## config.mk

```make
export PLATFORM = sky130hd
export DESIGN_NAME = mhtb_queue
export DESIGN_NICKNAME = d
export VERILOG_FILES = /design/src/mhtb_pkg.sv /design/src/mhtb_queue.sv
export SDC_FILE = /design/constraint.sdc
export NUM_CORES = 1
export LEC_CHECK = 0
export BUFFER_PORTS_ARGS = -buffer_cell sky130_fd_sc_hd__buf_2
export CAP_MARGIN = 20
export CORE_AREA = 2 2 255 194
export DETAILED_ROUTE_END_ITERATION = 12
export DIE_AREA = 0 0 257 196
export PLACE_DENSITY_LB_ADDON = 0.2
export SYNTH_ARGS = -nofsm -noshare
export SYNTH_HDL_FRONTEND = slang
export SYNTH_SLANG_ARGS = --single-unit
```

## constraint.sdc

```tcl
create_clock -name clk -period 6.6 [get_ports clk]
set_input_delay 0 -clock clk [delete_from_list [all_inputs] [get_ports clk]]
set_output_delay 0 -clock clk [all_outputs]
set_load 0.01 [all_outputs]
```

## src/mhtb_pkg.sv

```systemverilog
// mhtb_pkg: shared constants, command/status codes and item types for the
// magic hash table builder. No dependencies; every other file uses it.
package mhtb_pkg;

	localparam int MAX_INDEX_BITS = 12;
	localparam int MIN_INDEX_BITS = 5;
	localparam int TABLE_DEPTH    = 1 << MAX_INDEX_BITS;
	localparam int TOP_BYTE_SHIFT = 56;
	localparam int MIN_TOP_BITS   = 6;
	localparam int CNT_W          = 7;   // holds a 64-bit popcount

	localparam int DEF_QUEUE_DEPTH = 8;
	localparam int DEF_EPOCH_BITS  = 8;

	typedef enum logic [1:0] {
		CMD_BEGIN  = 2'd0,
		CMD_ENTRY  = 2'd1,
		CMD_LOOKUP = 2'd2,
		CMD_NONE   = 2'd3
	} cmd_t;

	typedef enum logic [2:0] {
		ST_OK        = 3'd0,
		ST_COLLISION = 3'd1,
		ST_REJECTED  = 3'd2,
		ST_BAD_SIZE  = 3'd3,
		ST_NO_TABLE  = 3'd4
	} status_t;

	typedef struct packed {
		logic [1:0]  cmd;
		logic [63:0] magic;
		logic [63:0] blocking;
		logic [63:0] attack_set;
	} in_item_t;

	typedef struct packed {
		logic [2:0]                status;
		logic [MAX_INDEX_BITS-1:0] hash_index;
		logic [63:0]               attack_out;
		logic                      trial_failed;
	} out_item_t;

	// classified item handed from the front end to the table back end
	typedef struct packed {
		cmd_t                      cmd;
		logic                      size_ok;
		logic                      pre_ok;
		logic [MAX_INDEX_BITS-1:0] idx;
		logic [63:0]               attack;
	} work_item_t;

endpackage

```

## src/mhtb_queue.sv

```systemverilog
// mhtb_queue: short FIFO of classified items between front and back end.
// Depends on mhtb_pkg; DEPTH must be a power of two.
module mhtb_queue #(
	parameter int DEPTH = mhtb_pkg::DEF_QUEUE_DEPTH
) (
	input  logic                 clk,
	input  logic                 arst_n,
	input  logic                 wr_en,
	input  mhtb_pkg::work_item_t wr_item,
	input  logic                 rd_en,
	output logic                 not_empty,
	output mhtb_pkg::work_item_t rd_item
);

	localparam int PTR_W = $clog2(DEPTH);

	mhtb_pkg::work_item_t slots_q [DEPTH];
	logic [PTR_W:0]       wr_ptr_q, rd_ptr_q;

	assign not_empty = (wr_ptr_q != rd_ptr_q);
	assign rd_item   = slots_q[rd_ptr_q[PTR_W-1:0]];

	always_ff @(posedge clk or negedge arst_n) begin
		if (!arst_n) begin
			wr_ptr_q <= '0;
			rd_ptr_q <= '0;
		end else begin
			if (wr_en) wr_ptr_q <= wr_ptr_q + 1'b1;
			if (rd_en) rd_ptr_q <= rd_ptr_q + 1'b1;
		end
	end

	always_ff @(posedge clk) begin
		if (wr_en) slots_q[wr_ptr_q[PTR_W-1:0]] <= wr_item;
	end

endmodule

```

* After elaboration in Yosys (flattened, before gate mapping)
Memories as Yosys holds them, arrays and structs flattened.
Index checks and enable logic that the tools add are counted.
** Word-level totals
- Bits in registers :: 8
- Memory bits (writable) :: 640
- Input port bits :: 84
- Output and inout bits :: 81
- Logic and storage cells :: 8
- Memories kept :: 1
** Cells by class
- $add $sub $neg :: 2
- Equality and inequality tests :: 1
- Mux-type cells :: 2
** Memories
- slots_q :: words 8, width 80, rd ports 1, clocked after Yosys merged registers in 0, write ports 1, line mhtb_queue.sv:17 : mhtb_pkg::work_item_t slots_q [DEPTH];
** Operator list (number)
- $add 4x1->4 const B :: 2
- $ne 4x4->1 :: 1
- $mux 1 :: 2

* Logic depth before layout (Yosys ltp)
- Depth after elaboration :: 2
- Mapped depth :: 5
- Gate-level depth less buffers :: 3

* Worst setup path after synthesis
Ideal clock, no wire load.
- Kind :: register -> register
- Start :: register wr_ptr_q[1]
- End :: memory slots_q[4][0] (netlist bit), enable pin
- Arrival time :: 6049 ps
- Required time :: 5984 ps
- Slack :: -65 ps
- Cell stages (with the launch flop) :: 3
- Path buffers :: 1
- Cells stage by stage :: dfrtp_1 > clkbuf_1 > nor3_1
** RTL lines
- start, declared :: line mhtb_queue.sv:18 : logic [PTR_W:0] wr_ptr_q, rd_ptr_q;
- start signal, assigned :: line mhtb_queue.sv:28 : if (wr_en) wr_ptr_q <= wr_ptr_q + 1'b1;
- end, declared :: line mhtb_queue.sv:17
Straight into the memory's write port.

==> reports/results.env <==
STATUS='finished, final reports clean'
FLOORPLAN.CORE_AREA_UM2=48100
WORST_HOLD_PATH.NUM_CELLS=2
WORSTSETUPSTARTPOINTTYPE='flop'
YOSYSTOPAREACELLSHARE_PCT=77.7
ANTENNA_FOUND_INITIAL=3
RATIO_OF_FINAL_MINIMUM_PERIOD_TO_CLOCK_PERIOD_PCT=52.6
WORSTSETUPPATHDEPTH=4
TIMING.FINAL.MAX_SLEW_VIOLATIONS=0
SEQUENTIAL_FRACTION_OF_THE_SYNTHESIS_AREA_PCT=78.5
MAX_CAP_VIOLS=0
GRT_PASS1_WL_MM=71.0
CLOCK_SHARE_OF_POWER_PCT=27.2
POSTSYNTH.ASYNCRESETSHARE_PCT=1.23
SETUP-TNS-FINAL_NS=0
CTS_RESIZED=0
CLK-INSERTION-DELAY-LATE_NS=0.60
SYNTH_FP_NETS=1053
POSTROUTEANTENNANETS=0
MEAN_NUMBER_OF_VIAS_PER_CELL=5.52
SYNTH_TO_LAYOUT_AREA_GROWTH_PCT=17.9
SYNTH_SEQ_CELLS=648
POWER.COMBINATIONAL.FRACTION_PCT=30.2
CRITPATHLAUNCH='rd_ptr_q[0]'
ACHIEVABLE-FREQUENCY_MHz=288
CRITICAL_PATH.N_BUFFERS_INVERTERS=2
GPL.FINAL_WEIGHTED_CONGESTION=0.693
SYNTH_AREA_UM2=24700
SWSHARE_PCT=27.9
STATIC-LEAKAGE-POWER_nW=9.70
DP_HPWL_MM=23.3
TIMING.HOLD.WORST.CLASS='input port to flop'
SEQ_POWER_SHARE_PCT=42.6
GRT_REMAINING_OVERFLOW=0
IOPINCOUNT=165
FIN_SKEW_NS=0.0109
SYNTH_AREA_LEADER_CELL='sky130_fd_sc_hd__edfxtp_1'
SETUP_WS_NS=3.13
CRITICAL_PATH.REG2REG.ENDPOINT='rd_ptr_q[1]'
PLACED_AREA_UM2=26300
SETUP_VIOLATIONS=0
SYNTH_TOP_CELLS_BY_AREA='sky130_fd_sc_hd__edfxtp_1 (78%), sky130_fd_sc_hd__mux4_2 (15%), sky130_fd_sc_hd__mux2_4 (4.1%), sky130_fd_sc_hd__dfrtp_1 (0.81%), sky130_fd_sc_hd__mux2_2 (0.68%)'
CTSLONGESTPATHBUFFERS=3
PRECTSSETUPSLACK_NS=3.66
DRCVIOLATIONCOUNT=0
CTS-BUFFERS-INSERTED=60
TRITONCTS_CLOCK_TREE='done'
GRT_MAX_DEGREE=110
POWER.DENSITY_nW_PER_UM2=439
FIN_WORST_HOLD_SLACK_NS=0.197
CTS-HOLD-FIX-BUFFERS=84
DIEHEIGHT_UM=196
ROUTE.FINAL.WIRE_LENGTH_MM=46.7
SYNTHESIS.AREA_PER_INSTANCE_UM2=25.6
CLKSINKCOUNT=648
CRITICAL-PATH-SLOWEST-CELL='sky130_fd_sc_hd__dfrtp_4'
FIRST_GLOBAL_VIAS=11548
END_KIND='output pin'
R2R_CELLS=3
R2R_START='rd_ptr_q[0]'
MIN_PERIOD_NS=3.47
SYNTH_WARNINGS=0
CRITPATHARRIVALTIME_NS=3.47
GRT_SETUP_UNREPAIRED='no'
CTS.ROOT.BUFFER_CELL='sky130_fd_sc_hd__clkbuf_16'
REGTOREGSETUPSLACK_NS=4.05
CTS_MAX_LEVEL=2
CHIPWIDTH_UM=257
CRITPATHMAXFANOUT=102
FLOORPLAN.DIE_AREA_UM2=50400
SYNTH-EDFF-COUNT=640
GRTUSAGETOTAL_PCT=19.0
TIMING.CRITICAL_PATH.MAX_DELAY_FAMILY='flip-flops'
WORST_IR_DROP_VDD_mV=0.313
LAYOUT-DRIVE-GT1-SHARE_PCT=40.8
NUM-NETS-FINAL=1336
PLACE.PORT_BUFFERS=164
CPPEAKSTAGEDELAY_NS=0.99
SYN-INSTANCE-COUNT=967
CELL_INTERNAL_PWR_mW=9.22
TIMING_WORST_SLEW_PIN_VALUE_NS=1.02
ROUTE.DETAILED.WL_PER_INST_UM=24.0
CLK_TRANSITION_REPORTED_PATHS_NS=0.06
CRITICAL_PATH.ENDPOINT='rd_item[4]'
STD_CELL_ROWS=70
FINAL_AREA_UM2=29200
YOSYS_MOST_USED_DFF='sky130_fd_sc_hd__edfxtp_1'
CRIT_PATH_CELL_TRACE='buf_12 -> mux4_2 -> mux2_2 -> buf_2'
NUM_VIAS=10755
LAYOUT_COMMONEST_CELL='sky130_fd_sc_hd__edfxtp_1'
INITIAL_UTILIZATION_PCT=51.4
FINAL-HOLD-VIOLATION-COUNT=0
CRITICAL_PATH_REQUIRED_NS=6.60
DRT_ITER0_MARKERS=624
POST-CTS-SETUP-BUFFER-COUNT=0
CRITICAL_PATH_CLASS='flop to output pin'
DRT_FIRST_PASS_ITERS=4
SYNTH_CELL_TYPE_COUNT=20
POWER.SWITCHING_mW=3.58
MOST_FREQUENT_CELLS_IN_THE_LAYOUT='sky130_fd_sc_hd__edfxtp_1 (640), sky130_fd_sc_hd__buf_2 (164), sky130_fd_sc_hd__mux4_2 (160)'
MAX_SLEW_MARGIN_PCT=32.1
-- kinds of logic (layout without fill, tap and decap cells) --
family                   count (synthesis)  in the layout  synth area share (%)
XOR/XNOR                                10             10                 0.354
adder cells (fa/ha/maj)                  2              2                 0.101
buffers and inverters                   48            378                  1.37
flip-flops                             648            648                  78.5
multiplexers                           242            242                  19.3
other                                    0              3                     0
AND/OR/NAND/NOR                         17             17                 0.329
-- through the flow --
stage / utilization, % / cells / power [mW]
6_report: 60.7 / 1948 / 12.8
2_1_floorplan: - / 967 / 8.34
5_1_grt: 60.6 / 1947 / 13.4
4_1_cts: 60.6 / 1944 / 13.0
3_5_place_dp: 54.7 / 1751 / 9.47
3_3_place_gp: 54.6 / 1750 / 9.42
-- cell type report --
class | instances | area (µm²)
inverter | 1 | 8.76
clock buffer | 66 | 1550
fill | 3378 | 18900
antenna | 3 | 7.51
tap | 648 | 811
multi-input combinational | 271 | 5020
sequential | 648 | 19400
timing repair buffer | 268 | 1890
clock inverter | 43 | 448
-- registers in the layout, indices dropped and copies added, names as in the netlist --
name      count
slots_q     640
rd_ptr_q      4
wr_ptr_q      4
-- per-layer routing --
layer,part of all wire (%),track usage [%],routed length [µm]
met4,1.5,4.61,723
met1,44,27.0,20800
met2,49,30.5,22800
met3,5.2,4.10,2450
met5,0,0,0
-- synth_stat cells (3+ instances only) --
library cell and instances:
sky130_fd_sc_hd__mux2_4 67, sky130_fd_sc_hd__nand4_1 3, sky130_fd_sc_hd__buf_1 7, sky130_fd_sc_hd__xnor2_1 8
sky130_fd_sc_hd__edfxtp_1 640, sky130_fd_sc_hd__nand2b_1 3, sky130_fd_sc_hd__nand2_1 4, sky130_fd_sc_hd__nor2_1 5
sky130_fd_sc_hd__dfrtp_1 8, sky130_fd_sc_hd__buf_12 7, sky130_fd_sc_hd__mux2_2 15, sky130_fd_sc_hd__clkbuf_1 11
sky130_fd_sc_hd__buf_2 20, sky130_fd_sc_hd__mux4_2 160
-- how the worst min path moves through the flow --
stage / startpoint / end / slack (ns)
after detailed placement: arst_n / rd_ptr_q[2] / -0.15
after global placement: arst_n / rd_ptr_q[2] / -0.15
after global routing: wr_item[39] / slots_q[5][39] / 0.18
final: wr_item[73] / slots_q[7][73] / 0.20
after CTS: wr_item[22] / slots_q[5][22] / 0.16
after floorplan: arst_n / rd_ptr_q[0] / -0.30
-- power groups by stage --
stage                     combinational, mW  clock [mW]  sequential [mW]
after floorplan                        2.94           0             5.40
after global placement                 3.89           0             5.53
after detailed placement               3.91           0             5.55
after CTS                              3.96        3.57             5.47
after global routing                   4.16        3.72             5.52
final                                  3.87        3.48             5.45
No activity file was read; power rests on OpenSTA's default activity.
